==> config.mk <==
export PLATFORM = sky130hd
export DESIGN_NAME = wap_push_header_parser
export DESIGN_NICKNAME = d
export VERILOG_FILES = /design/src/rtl/wap_pkg.sv /design/src/rtl/wap_parser.sv /design/src/rtl/wap_res_fifo.sv /design/src/rtl/wap_push_header_parser.sv
export VERILOG_INCLUDE_DIRS = /design/src /design/src/rtl
export SDC_FILE = /design/constraint.sdc
export NUM_CORES = 1
export LEC_CHECK = 0
export BUFFER_PORTS_ARGS = -buffer_cell sky130_fd_sc_hd__buf_2
export CAP_MARGIN = 10
export CORE_ASPECT_RATIO = 1.5
export CORE_MARGIN = 4
export CORE_UTILIZATION = 50
export CTS_BUF_LIST = sky130_fd_sc_hd__clkbuf_4
export DETAILED_ROUTE_END_ITERATION = 8
export PLACE_DENSITY = 0.67
export SLEW_MARGIN = 25
export SYNTH_ARGS = -nofsm -noshare
export SYNTH_HDL_FRONTEND = slang
export SYNTH_HIERARCHICAL = 1
export SYNTH_SLANG_ARGS = --single-unit
==> constraint.sdc <==
create_clock -name i_clk -period 5.8 [get_ports i_clk]
set_input_delay 1.16 -clock i_clk [delete_from_list [all_inputs] [get_ports i_clk]]
set_output_delay 1.16 -clock i_clk [all_outputs]
set_load 0.1 [all_outputs]
==> src/rtl/wap_push_header_parser_assert.svh <==
// Assertion macros shared by the parser blocks.
// Each macro takes a label, the clock, the active-low reset, a condition,
// a consequence and a message.
`ifndef WAP_PUSH_HEADER_PARSER_ASSERT_SVH
`define WAP_PUSH_HEADER_PARSER_ASSERT_SVH

// The consequence must hold in the same cycle as the condition.
`define WAP_ASSERT_SAME(label, clk, rst_n, ante, cons, msg) \
    label: assert property (@(posedge clk) disable iff (!rst_n) (ante) |-> (cons)) \
        else $error(msg);

// The consequence must hold in the cycle after the condition.
`define WAP_ASSERT_NEXT(label, clk, rst_n, ante, cons, msg) \
    label: assert property (@(posedge clk) disable iff (!rst_n) (ante) |=> (cons)) \
        else $error(msg);

`endif

==> src/rtl/wap_pkg.sv <==
// ----------------------------------------------------------------------------
// WAP push header parser package
// Types, codes and constants shared by the parser, the result queue and the
// top level.
// ----------------------------------------------------------------------------
package wap_pkg;

    // Default parameter values.
    localparam int MAX_UINTVAR_BYTES_DEF = 5;
    localparam int BODY_COUNT_BITS_DEF   = 16;

    // Protocol byte values.
    localparam logic [7:0] PDU_TYPE_PUSH   = 8'h06;
    localparam logic [7:0] CT_VALUE_LENGTH = 8'h1F;
    localparam logic [7:0] CT_PROVISIONING = 8'hB6;
    localparam logic [7:0] PARAM_SEC       = 8'h91;
    localparam logic [7:0] PARAM_MAC       = 8'h92;
    localparam logic [7:0] UV_CONT_BIT     = 8'h80;
    localparam logic [7:0] UV_DATA_MASK    = 8'h7F;
    localparam logic [7:0] SEC_BIAS        = 8'h80;
    localparam logic [7:0] MAC_TERMINATOR  = 8'h00;

    // Widths.
    localparam int UV_ACCUM_W   = 32;
    localparam int UV_BYTES_W   = 3;
    localparam int BODY_LEN_W   = 16;
    localparam logic [BODY_LEN_W-1:0] BODY_LEN_MAX = '1;

    // Result queue geometry: room for two items from one input byte.
    localparam int RES_FIFO_DEPTH = 4;
    localparam int RES_PTR_W      = $clog2(RES_FIFO_DEPTH);
    localparam int RES_CNT_W      = $clog2(RES_FIFO_DEPTH + 1);

    // Parse phases.
    typedef enum logic [3:0] {
        PH_TID,
        PH_PDU,
        PH_HLEN,
        PH_CTSEL,
        PH_CTVL,
        PH_SHORTLEN,
        PH_CONTENT,
        PH_PARAM1,
        PH_SEC,
        PH_PARAM2,
        PH_MAC,
        PH_BODY
    } t_phase;

    // Result kinds.
    typedef enum logic [1:0] {
        KIND_MAC,
        KIND_BODY,
        KIND_SUMMARY,
        KIND_ERROR
    } t_kind;

    // Error codes.
    typedef enum logic [2:0] {
        ERR_NONE,
        ERR_BAD_PDU,
        ERR_UINTVAR_LONG,
        ERR_BAD_CONTENT,
        ERR_SEC_SHORT,
        ERR_TRUNCATED
    } t_err;

    // One result item.
    typedef struct packed {
        t_kind                 kind;
        logic [7:0]            data_byte;
        logic                  sec_present;
        logic signed [7:0]     sec_value;
        t_err                  error_code;
        logic [BODY_LEN_W-1:0] body_length;
        logic                  last;
    } t_result;

    // Up to two result items produced by one input byte, in order.
    typedef struct packed {
        logic [1:0] cnt;
        t_result    first;
        t_result    second;
    } t_push;

endpackage

==> src/rtl/wap_parser.sv <==
// ----------------------------------------------------------------------------
// WAP push parser core
// Input register, parse state and the per-byte step logic. Each processed
// byte yields up to two result items for the result queue.
// ----------------------------------------------------------------------------
module wap_parser #(
    parameter int MAX_UINTVAR_BYTES = wap_pkg::MAX_UINTVAR_BYTES_DEF,
    parameter int BODY_COUNT_BITS   = wap_pkg::BODY_COUNT_BITS_DEF
) (
    input  logic          i_clk,
    input  logic          i_rst_n,
    input  logic          i_valid,
    output logic          o_stall,
    input  logic [7:0]    i_in_byte,
    input  logic          i_end_of_message,
    input  logic          i_room,
    output wap_pkg::t_push o_push
);
    import wap_pkg::*;

    `include "wap_push_header_parser_assert.svh"

    // Input register.
    logic       r_in_valid, n_in_valid;
    logic [7:0] r_in_byte;
    logic       r_in_eom;

    // Parse state.
    t_phase                    r_phase, n_phase;
    logic [UV_ACCUM_W-1:0]     r_accum, n_accum;
    logic [UV_BYTES_W-1:0]     r_uv_bytes, n_uv_bytes;
    logic [UV_ACCUM_W-1:0]     r_params, n_params;
    logic                      r_sec_seen, n_sec_seen;
    logic [7:0]                r_sec_byte, n_sec_byte;
    logic [BODY_COUNT_BITS-1:0] r_body_count, n_body_count;
    logic                      r_error_seen, n_error_seen;

    // Values after one step, before the end-of-message re-arm.
    t_phase                    s_phase;
    logic [UV_ACCUM_W-1:0]     s_accum;
    logic [UV_BYTES_W-1:0]     s_uv_bytes;
    logic [UV_ACCUM_W-1:0]     s_params;
    logic                      s_sec_seen;
    logic [7:0]                s_sec_byte;
    logic [BODY_COUNT_BITS-1:0] s_body_count;
    t_err                      s_err;
    logic                      s_data_valid;
    t_kind                     s_data_kind;

    logic                      proc;
    logic [7:0]                b;
    logic                      eom;
    logic                      uv_cont;
    logic [UV_BYTES_W-1:0]     uv_bytes_inc;
    logic [UV_ACCUM_W-1:0]     uv_or;
    logic [UV_ACCUM_W-1:0]     uv_shift;
    logic                      uv_long;
    logic [BODY_COUNT_BITS-1:0] body_inc;
    logic [BODY_LEN_W-1:0]     body_len_sat;
    logic [UV_ACCUM_W-1:0]     params_less2;
    t_result                   res_data, res_final;
    logic                      final_valid;

    // The held byte is processed once the result queue can take two items.
    assign proc    = r_in_valid && i_room;
    assign o_stall = r_in_valid && !i_room;
    assign b       = r_in_byte;
    assign eom     = r_in_eom;

    assign n_in_valid = o_stall ? r_in_valid : i_valid;

    always_ff @(posedge i_clk) begin
        if (!i_rst_n) begin
            r_in_valid <= 1'b0;
        end else begin
            r_in_valid <= n_in_valid;
        end
    end

    always_ff @(posedge i_clk) begin
        if (!o_stall) begin
            r_in_byte <= i_in_byte;
            r_in_eom  <= i_end_of_message;
        end
    end

    // Uintvar decode of the current byte.
    assign uv_cont      = (b & UV_CONT_BIT) != 8'd0;
    assign uv_bytes_inc = r_uv_bytes + UV_BYTES_W'(1);
    assign uv_or        = r_accum | {24'd0, b & UV_DATA_MASK};
    assign uv_shift     = {uv_or[UV_ACCUM_W-8:0], 7'd0};
    assign uv_long      = uv_bytes_inc >= UV_BYTES_W'(MAX_UINTVAR_BYTES);

    // Saturating body counter and clipped summary length.
    assign body_inc = (r_body_count == '1) ? r_body_count
                                           : r_body_count + BODY_COUNT_BITS'(1);
    assign body_len_sat = (32'(s_body_count) > 32'(BODY_LEN_MAX)) ? BODY_LEN_MAX
                                                                 : BODY_LEN_W'(s_body_count);
    assign params_less2 = r_params - UV_ACCUM_W'(2);

    // One step of the parse for the held byte.
    always_comb begin
        s_phase      = r_phase;
        s_accum      = r_accum;
        s_uv_bytes   = r_uv_bytes;
        s_params     = r_params;
        s_sec_seen   = r_sec_seen;
        s_sec_byte   = r_sec_byte;
        s_body_count = r_body_count;
        s_err        = ERR_NONE;
        s_data_valid = 1'b0;
        s_data_kind  = KIND_BODY;
        case (r_phase)
            PH_TID: begin
                s_phase = PH_PDU;
            end
            PH_PDU: begin
                if (b != PDU_TYPE_PUSH) begin
                    s_err = ERR_BAD_PDU;
                end else begin
                    s_phase = PH_HLEN;
                end
            end
            PH_HLEN: begin
                if (uv_cont) begin
                    s_uv_bytes = uv_bytes_inc;
                    s_accum    = uv_shift;
                    if (uv_long) begin
                        s_err = ERR_UINTVAR_LONG;
                    end
                end else begin
                    if (uv_or > UV_ACCUM_W'(1)) begin
                        s_phase = PH_CTSEL;
                    end else begin
                        s_params = '0;
                        s_phase  = PH_CONTENT;
                    end
                    s_accum    = '0;
                    s_uv_bytes = '0;
                end
            end
            PH_CTSEL: begin
                s_phase = (b == CT_VALUE_LENGTH) ? PH_CTVL : PH_SHORTLEN;
            end
            PH_CTVL: begin
                if (uv_cont) begin
                    s_uv_bytes = uv_bytes_inc;
                    s_accum    = uv_shift;
                    if (uv_long) begin
                        s_err = ERR_UINTVAR_LONG;
                    end
                end else begin
                    s_params   = uv_or - UV_ACCUM_W'(1);
                    s_accum    = '0;
                    s_uv_bytes = '0;
                    s_phase    = PH_CONTENT;
                end
            end
            PH_SHORTLEN: begin
                s_params = {24'd0, b & UV_DATA_MASK} - UV_ACCUM_W'(1);
                s_phase  = PH_CONTENT;
            end
            PH_CONTENT: begin
                if (b != CT_PROVISIONING) begin
                    s_err = ERR_BAD_CONTENT;
                end else begin
                    s_phase = (r_params != '0) ? PH_PARAM1 : PH_BODY;
                end
            end
            PH_PARAM1: begin
                if (b == PARAM_SEC) begin
                    if (r_params < UV_ACCUM_W'(2)) begin
                        s_err = ERR_SEC_SHORT;
                    end else begin
                        s_phase = PH_SEC;
                    end
                end else if (b == PARAM_MAC) begin
                    s_phase = PH_MAC;
                end else begin
                    s_data_valid = 1'b1;
                    s_body_count = body_inc;
                    s_phase      = PH_BODY;
                end
            end
            PH_SEC: begin
                s_sec_seen = 1'b1;
                s_sec_byte = b;
                s_params   = params_less2;
                s_phase    = (params_less2 != '0) ? PH_PARAM2 : PH_BODY;
            end
            PH_PARAM2: begin
                if (b == PARAM_MAC) begin
                    s_phase = PH_MAC;
                end else begin
                    s_data_valid = 1'b1;
                    s_body_count = body_inc;
                    s_phase      = PH_BODY;
                end
            end
            PH_MAC: begin
                if (b == MAC_TERMINATOR) begin
                    s_phase = PH_BODY;
                end else begin
                    s_data_valid = 1'b1;
                    s_data_kind  = KIND_MAC;
                end
            end
            default: begin
                s_data_valid = 1'b1;
                s_body_count = body_inc;
                s_phase      = PH_BODY;
            end
        endcase
    end

    // Result items for the held byte.
    always_comb begin
        res_data             = '0;
        res_data.kind        = s_data_kind;
        res_data.data_byte   = b;
        res_data.error_code  = ERR_NONE;

        res_final            = '0;
        res_final.last       = 1'b1;
        if (s_err != ERR_NONE) begin
            res_final.kind       = KIND_ERROR;
            res_final.error_code = s_err;
        end else if (s_phase inside {PH_PARAM1, PH_PARAM2, PH_BODY}) begin
            res_final.kind        = KIND_SUMMARY;
            res_final.error_code  = ERR_NONE;
            res_final.sec_present = s_sec_seen;
            res_final.sec_value   = s_sec_seen ? $signed(s_sec_byte ^ SEC_BIAS) : 8'sd0;
            res_final.body_length = body_len_sat;
        end else begin
            res_final.kind       = KIND_ERROR;
            res_final.error_code = ERR_TRUNCATED;
        end
        final_valid = (s_err != ERR_NONE) || eom;

        o_push = '0;
        if (proc && !r_error_seen) begin
            if (s_data_valid) begin
                o_push.first  = res_data;
                o_push.second = res_final;
                o_push.cnt    = final_valid ? 2'd2 : 2'd1;
            end else begin
                o_push.first  = res_final;
                o_push.cnt    = final_valid ? 2'd1 : 2'd0;
            end
        end
    end

    // Next state: take the step, then re-arm at the end of a message.
    always_comb begin
        n_phase      = r_phase;
        n_accum      = r_accum;
        n_uv_bytes   = r_uv_bytes;
        n_params     = r_params;
        n_sec_seen   = r_sec_seen;
        n_sec_byte   = r_sec_byte;
        n_body_count = r_body_count;
        n_error_seen = r_error_seen;
        if (proc) begin
            if (!r_error_seen) begin
                n_phase      = s_phase;
                n_accum      = s_accum;
                n_uv_bytes   = s_uv_bytes;
                n_params     = s_params;
                n_sec_seen   = s_sec_seen;
                n_sec_byte   = s_sec_byte;
                n_body_count = s_body_count;
                n_error_seen = (s_err != ERR_NONE);
            end
            if (eom) begin
                n_phase      = PH_TID;
                n_accum      = '0;
                n_uv_bytes   = '0;
                n_params     = '0;
                n_sec_seen   = 1'b0;
                n_sec_byte   = '0;
                n_body_count = '0;
                n_error_seen = 1'b0;
            end
        end
    end

    always_ff @(posedge i_clk) begin
        if (!i_rst_n) begin
            r_phase      <= PH_TID;
            r_accum      <= '0;
            r_uv_bytes   <= '0;
            r_params     <= '0;
            r_sec_seen   <= 1'b0;
            r_sec_byte   <= '0;
            r_body_count <= '0;
            r_error_seen <= 1'b0;
        end else begin
            r_phase      <= n_phase;
            r_accum      <= n_accum;
            r_uv_bytes   <= n_uv_bytes;
            r_params     <= n_params;
            r_sec_seen   <= n_sec_seen;
            r_sec_byte   <= n_sec_byte;
            r_body_count <= n_body_count;
            r_error_seen <= n_error_seen;
        end
    end

    // Bytes after an error give no items until the message ends.
    `WAP_ASSERT_SAME(a_quiet_after_error, i_clk, i_rst_n, proc && r_error_seen,
        o_push.cnt == 2'd0, "item produced after an error")
    // The body count only moves when a byte is processed.
    `WAP_ASSERT_NEXT(a_count_held, i_clk, i_rst_n, !proc, $stable(r_body_count),
        "body count changed without a byte")
    // The end of a message re-arms the parser.
    `WAP_ASSERT_NEXT(a_rearm, i_clk, i_rst_n, proc && r_in_eom,
        r_phase == PH_TID && !r_error_seen, "parser not re-armed after message end")

endmodule

==> src/rtl/wap_res_fifo.sv <==
// ----------------------------------------------------------------------------
// WAP push result queue
// Small register queue that takes up to two result items per cycle and
// presents one item per cycle on the output channel while it is not stalled.
// ----------------------------------------------------------------------------
module wap_res_fifo (
    input  logic             i_clk,
    input  logic             i_rst_n,
    input  wap_pkg::t_push   i_push,
    output logic             o_room,
    output logic             o_valid,
    input  logic             i_stall,
    output wap_pkg::t_result o_item
);
    import wap_pkg::*;

    `include "wap_push_header_parser_assert.svh"

    t_result               r_mem [RES_FIFO_DEPTH];
    logic [RES_PTR_W-1:0]  r_wr, n_wr;
    logic [RES_PTR_W-1:0]  r_rd, n_rd;
    logic [RES_CNT_W-1:0]  r_count, n_count;
    logic [RES_PTR_W-1:0]  wr_second;
    logic                  pop;

    // Room for a full pair of items from one byte.
    assign o_room  = r_count <= RES_CNT_W'(RES_FIFO_DEPTH - 2);
    assign o_valid = r_count != '0;
    assign o_item  = r_mem[r_rd];
    assign pop     = o_valid && !i_stall;

    assign wr_second = r_wr + RES_PTR_W'(1);
    assign n_wr      = r_wr + RES_PTR_W'(i_push.cnt);
    assign n_rd      = r_rd + RES_PTR_W'(pop);
    assign n_count   = r_count + RES_CNT_W'(i_push.cnt) - RES_CNT_W'(pop);

    // Storage writes, the first item of a pair in order before the second.
    always_ff @(posedge i_clk) begin
        if (i_push.cnt != 2'd0) begin
            r_mem[r_wr] <= i_push.first;
        end
        if (i_push.cnt == 2'd2) begin
            r_mem[wr_second] <= i_push.second;
        end
    end

    // Pointers and fill count.
    always_ff @(posedge i_clk) begin
        if (!i_rst_n) begin
            r_wr    <= '0;
            r_rd    <= '0;
            r_count <= '0;
        end else begin
            r_wr    <= n_wr;
            r_rd    <= n_rd;
            r_count <= n_count;
        end
    end

    `WAP_ASSERT_SAME(a_no_overflow, i_clk, i_rst_n, i_push.cnt != 2'd0,
        o_room, "push into a queue without room")
    `WAP_ASSERT_SAME(a_count_bound, i_clk, i_rst_n, 1'b1,
        r_count <= RES_CNT_W'(RES_FIFO_DEPTH), "queue count beyond depth")
    `WAP_ASSERT_NEXT(a_pair_count, i_clk, i_rst_n, i_push.cnt == 2'd2 && !pop,
        r_count == $past(r_count) + RES_CNT_W'(2), "pair push miscounted")

endmodule

==> src/rtl/wap_push_header_parser.sv <==
// ----------------------------------------------------------------------------
// WAP push header parser
// Parses a push message one byte per item: transaction id, PDU type, header
// and content-type lengths, content type, SEC and MAC parameters, and body.
// MAC and body bytes are passed on as they arrive; a summary or error item
// closes each message.
// ----------------------------------------------------------------------------
//  Channel  Direction  Handshake           Payload
//  input    in         i_valid / o_stall   i_in_byte, i_end_of_message
//  output   out        o_valid / i_stall   o_kind, o_data_byte, o_sec_present,
//                                          o_sec_value, o_error_code,
//                                          o_body_length, o_last
//
//  One input byte per clock is taken while each byte yields at most one item
//  and the output is not stalled; a byte that yields two items leaves one more
//  item in the result queue, whose single-item output port drains one at a time.
//  An item passes the input register and the result queue before it is presented.
//  Reset is synchronous and active low; it re-arms the parser for a new message.
//  An output stall lets the four-entry result queue fill; once it holds three
//  or more items, a held byte stalls the input.
// ----------------------------------------------------------------------------
module wap_push_header_parser #(
    parameter int MAX_UINTVAR_BYTES = wap_pkg::MAX_UINTVAR_BYTES_DEF,
    parameter int BODY_COUNT_BITS   = wap_pkg::BODY_COUNT_BITS_DEF
) (
    input  logic                         i_clk,
    input  logic                         i_rst_n,
    input  logic                         i_valid,
    output logic                         o_stall,
    input  logic [7:0]                   i_in_byte,
    input  logic                         i_end_of_message,
    output logic                         o_valid,
    input  logic                         i_stall,
    output logic [1:0]                   o_kind,
    output logic [7:0]                   o_data_byte,
    output logic                         o_sec_present,
    output logic signed [7:0]            o_sec_value,
    output logic [2:0]                   o_error_code,
    output logic [wap_pkg::BODY_LEN_W-1:0] o_body_length,
    output logic                         o_last
);
    import wap_pkg::*;

    t_push   push;
    t_result item;
    logic    room;

    // Parse state and step logic.
    wap_parser #(
        .MAX_UINTVAR_BYTES (MAX_UINTVAR_BYTES),
        .BODY_COUNT_BITS   (BODY_COUNT_BITS)
    ) u_parser (
        .i_clk            (i_clk),
        .i_rst_n          (i_rst_n),
        .i_valid          (i_valid),
        .o_stall          (o_stall),
        .i_in_byte        (i_in_byte),
        .i_end_of_message (i_end_of_message),
        .i_room           (room),
        .o_push           (push)
    );

    // Result queue feeding the output channel.
    wap_res_fifo u_res_fifo (
        .i_clk   (i_clk),
        .i_rst_n (i_rst_n),
        .i_push  (push),
        .o_room  (room),
        .o_valid (o_valid),
        .i_stall (i_stall),
        .o_item  (item)
    );

    // Unpack the head item onto the output fields.
    assign o_kind        = item.kind;
    assign o_data_byte   = item.data_byte;
    assign o_sec_present = item.sec_present;
    assign o_sec_value   = item.sec_value;
    assign o_error_code  = item.error_code;
    assign o_body_length = item.body_length;
    assign o_last        = item.last;

endmodule
==> PnR_summary.wiki <==
{| class="wikitable"
! Metric !! Value
|-
| Status || finished clean
|-
| DP Area || 0.0154 mm2
|-
| Buffers from clock root to sink, at most || 3
|-
| Post-layout net count || 1446
|-
| Maximum net fanout on the critical path || 30
|-
| Leading cell types in the layout, fill and taps excluded || edfxtp_1, nor2_1, clkbuf_4, dfxtp_1, nand2_1
|-
| Number of hold buffers added after CTS || 0
|-
| Shortest clock period the worst path allows after layout || 4460 ps
|-
| Setup TNS after final layout || 0 ps
|-
| Most common flop cell mapped by yosys || edfxtp_1
|-
| Final routed wire length divided by cell count || 20.2 um
|-
| Effective utilization at floorplan || 0.505
|-
| Part of the power in the clock network || 0.331
|-
| First-pass GRT wire length || 59.9 mm
|-
| Buffering stage count on the worst path with inverters included || 2
|-
| Routed via count || 11300
|-
| # clock sinks || 263
|-
| Syn avg cell area || 10.8 um2
|-
| Endpoint class of the critical path || register
|-
| Initial antenna violation count || 1
|-
| Cell breakdown of the critical path || inv_1, ha_1, nand3b_1, or2_2, a32oi_1, o311ai_2, nand2b_1, ha_1, and2_1, nand2b_1, nor2_4, buf_4, mux2_2
|-
| Top achievable clock speed || 224 MHz
|-
| Sequential cell area fraction in the yosys report || 0.464
|-
| Die footprint || 0.0327 mm2
|-
| Warnings, synthesis || 6
|-
| Switching pwr || 1.77 mW
|-
| Internal power || 3.21 mW
|-
| Power share of the sequential group || 0.427
|-
| Standard-cell row count || 77
|-
| Distinct cell type count after synthesis || 86
|-
| Pwr/cell area || 306 mW/mm2
|-
| Number of global-route vias before repair || 11200
|-
| Ratio of final minimum period to clock period || 0.769
|-
| Total DRC errors in the routed layout || 0
|-
| Hold slack || 476 ps
|-
| Flip-flop and latch count after synthesis || 263
|-
| Fin. Hold Viols || 0
|-
| DP HPWL || 24.7 mm
|-
| WL final || 37.8 mm
|-
| Commonest non-fill, non-tap cell in the layout || edfxtp_1
|-
| Setup repair after global routing missed its margin || false
|-
| Share of power burned in combinational logic || 0.242
|-
| Number of vias per cell after detailed routing || 6.02
|-
| Length of the first detailed-routing pass in iterations || 7
|-
| Netlist area before placement || 0.0149 mm2
|-
| Number of enable flip-flop cells after synthesis || 165
|-
| WP data required || 6230 ps
|-
| TritonCTS clock tree || done
|-
| Number of max-slew violations in the final report || 0
|-
| Clock Pin Slew Worst Setup and Hold Paths || 60 ps
|-
| Worst setup SP type || register
|-
| H-tree depth reported by CTS || 3
|-
| Path type of the worst setup path || reg -> reg
|-
| CP Data Arrival Time || 4890 ps
|-
| Routability-driven placement congestion ratio || 0.887
|-
| # port buffers || 53
|-
| LEAKAGE || 5.84 nW
|-
| Area of the core || 0.0295 mm2
|-
| Detailed router's first-iteration violation count || 753
|-
| Number of instances resized during post-cts repair || 0
|-
| Number of buffers added for setup after CTS || 0
|-
| Overall track demand over capacity in global routing || 0.231
|-
| Fraction of power spent switching nets || 0.356
|-
| Clock Skew || 44.6 ps
|-
| Horizontal die dimension || 149 um
|-
| Critical Path Slowest Stage Cell || edfxtp_1
|-
| Post-synthesis instance total || 1376
|-
| Boundary pin count || 54
|-
| Inserted Clock Buffers || 67
|-
| Grt total ovfl || 0
|-
| Ratio of cells with drive above 1 in the final layout || 0.238
|-
| Height of the die || 219 um
|-
| Slew headroom || 0.377
|-
| Worst hold path type || reg -> reg
|-
| Synth async-reset ratio || 0
|-
| Family with the most delay on the worst path || simple AND/OR/NAND/NOR gates
|-
| Max-cap violations || 0
|-
| Largest stage delay, worst path || 560 ps
|-
| Post-route cell area || 0.0163 mm2
|-
| Remaining antenna violation count after routing || 0
|-
| VDD IR max || 0.145 mV
|-
| Final-report setup violation count || 0
|-
| Synth-to-layout area growth || 9.46%
|-
| Source-to-sink clock delay at the later pin of the worst-skew pair || 710 ps
|-
| Slew of the pin with the lowest slew margin || 930 ps
|-
| Clock Root Buffer || clkbuf_4
|-
| Largest net degree at the start of global routing || 55
|}
==> state kept, by name, summed over array words and instances, names as in the netlist <==
signal                 cells
u_res_fifo/r_mem         156
u_parser/r_params         32
u_parser/r_accum          25
u_parser/r_body_count     16
u_parser/b                 8
u_parser/r_sec_byte        8
u_parser/r_phase           4
u_parser/r_uv_bytes        3
u_res_fifo/r_count         3
u_res_fifo/r_rd            2
u_res_fifo/r_wr            2
u_parser/eom               1
u_parser/r_error_seen      1
u_parser/r_in_valid        1
u_parser/r_sec_seen        1
==> metal layers <==
metal	global-route usage	wire (um)	vias to the layer above
met5	0	0	-
met4	0.0962	1220	0
met3	0.0378	1680	77
met2	0.426	20200	327
met1	0.263	14700	5564
li1	-	-	5286
==> power by group through the flow <==
stage | clock (mW) | sequential (mW) | combinational, mW
3_5_place_dp | 0 | 2.17 | 1.21
6_report | 1.65 | 2.13 | 1.20
2_1_floorplan | 0 | 2.10 | 1.07
4_1_cts | 1.70 | 2.13 | 1.21
3_3_place_gp | 0 | 2.17 | 1.19
5_1_grt | 1.80 | 2.14 | 1.26
==> kinds of logic (layout without fill, tap and decap cells) <==
logic type / count (synthesis) / count (layout) / share of synthesized area
other: 1 / 10 / 0.000252
flip-flops: 263 / 263 / 0.464
AO/OA/AOI/OAI: 235 / 235 / 0.105
multiplexers: 200 / 200 / 0.180
AND/OR/NAND/NOR: 471 / 471 / 0.159
buffers and inverters: 129 / 217 / 0.0416
XOR/XNOR: 64 / 64 / 0.0376
adder cells (fa/ha/maj): 13 / 13 / 0.0114
==> cell type report <==
type,count,area (um2)
antenna,1,2.50
clock buffer,107,803
clock inverter,14,92.6
fill,2651,13200
inverter,22,82.6
multi-input combinational,992,7450
sequential,263,6920
tap,395,494
timing repair buffer,74,467
==> worst paths after layout <==
path | from | endpoint | slack [ps] | depth (start not counted)
max reg2reg | u_parser/b[0] | u_res_fifo/r_mem[2][1] | 1340 | 13
min reg2reg | u_parser/r_uv_bytes[1] | u_parser/r_uv_bytes[1] | 480 | 2
min | u_parser/r_uv_bytes[1] | u_parser/r_uv_bytes[1] | 480 | 2
max | u_parser/b[0] | u_res_fifo/r_mem[2][1] | 1340 | 13
==> cell usage after synthesis, drive strengths merged, types with 10 or more instances <==
| library cell | number | area share |
|---|---|---|
| and3 | 17 | 0.0071 |
| buf | 46 | 0.021 |
| o221ai | 19 | 0.011 |
| o21ai | 43 | 0.015 |
| inv | 22 | 0.0055 |
| nor3 | 29 | 0.011 |
| nor4 | 28 | 0.013 |
| dfxtp | 98 | 0.13 |
| nor2b | 11 | 0.0046 |
| mux2 | 158 | 0.12 |
| nand4 | 19 | 0.0090 |
| or4 | 10 | 0.0053 |
| and2 | 19 | 0.0080 |
| xnor2 | 42 | 0.025 |
| a21oi | 86 | 0.029 |
| clkbuf | 61 | 0.015 |
| nand2 | 89 | 0.022 |
| ha | 12 | 0.010 |
| nand3 | 54 | 0.018 |
| edfxtp | 165 | 0.33 |
| nor2 | 144 | 0.036 |
| mux4 | 39 | 0.059 |
| xor2 | 22 | 0.013 |
| nand2b | 13 | 0.0055 |
| a22oi | 23 | 0.012 |
==> worst min-delay path, cell delays in order (launching register included) <==
cell and delay [ps]:
dfxtp_1 330, nand2_1 60, a21oi_1 50
==> through the flow <==
step,setup WS [ps],std cells,power (mW),util
finish,1340,1868,4.99,0.553
CTS,1340,1866,5.04,0.553
detailed placement,1370,1745,3.38,0.522
global route,1060,1868,5.20,0.553
global placement,1450,1743,3.36,0.520
floorplan,1050,1384,3.17,-
(Power assumes the default switching activity.)
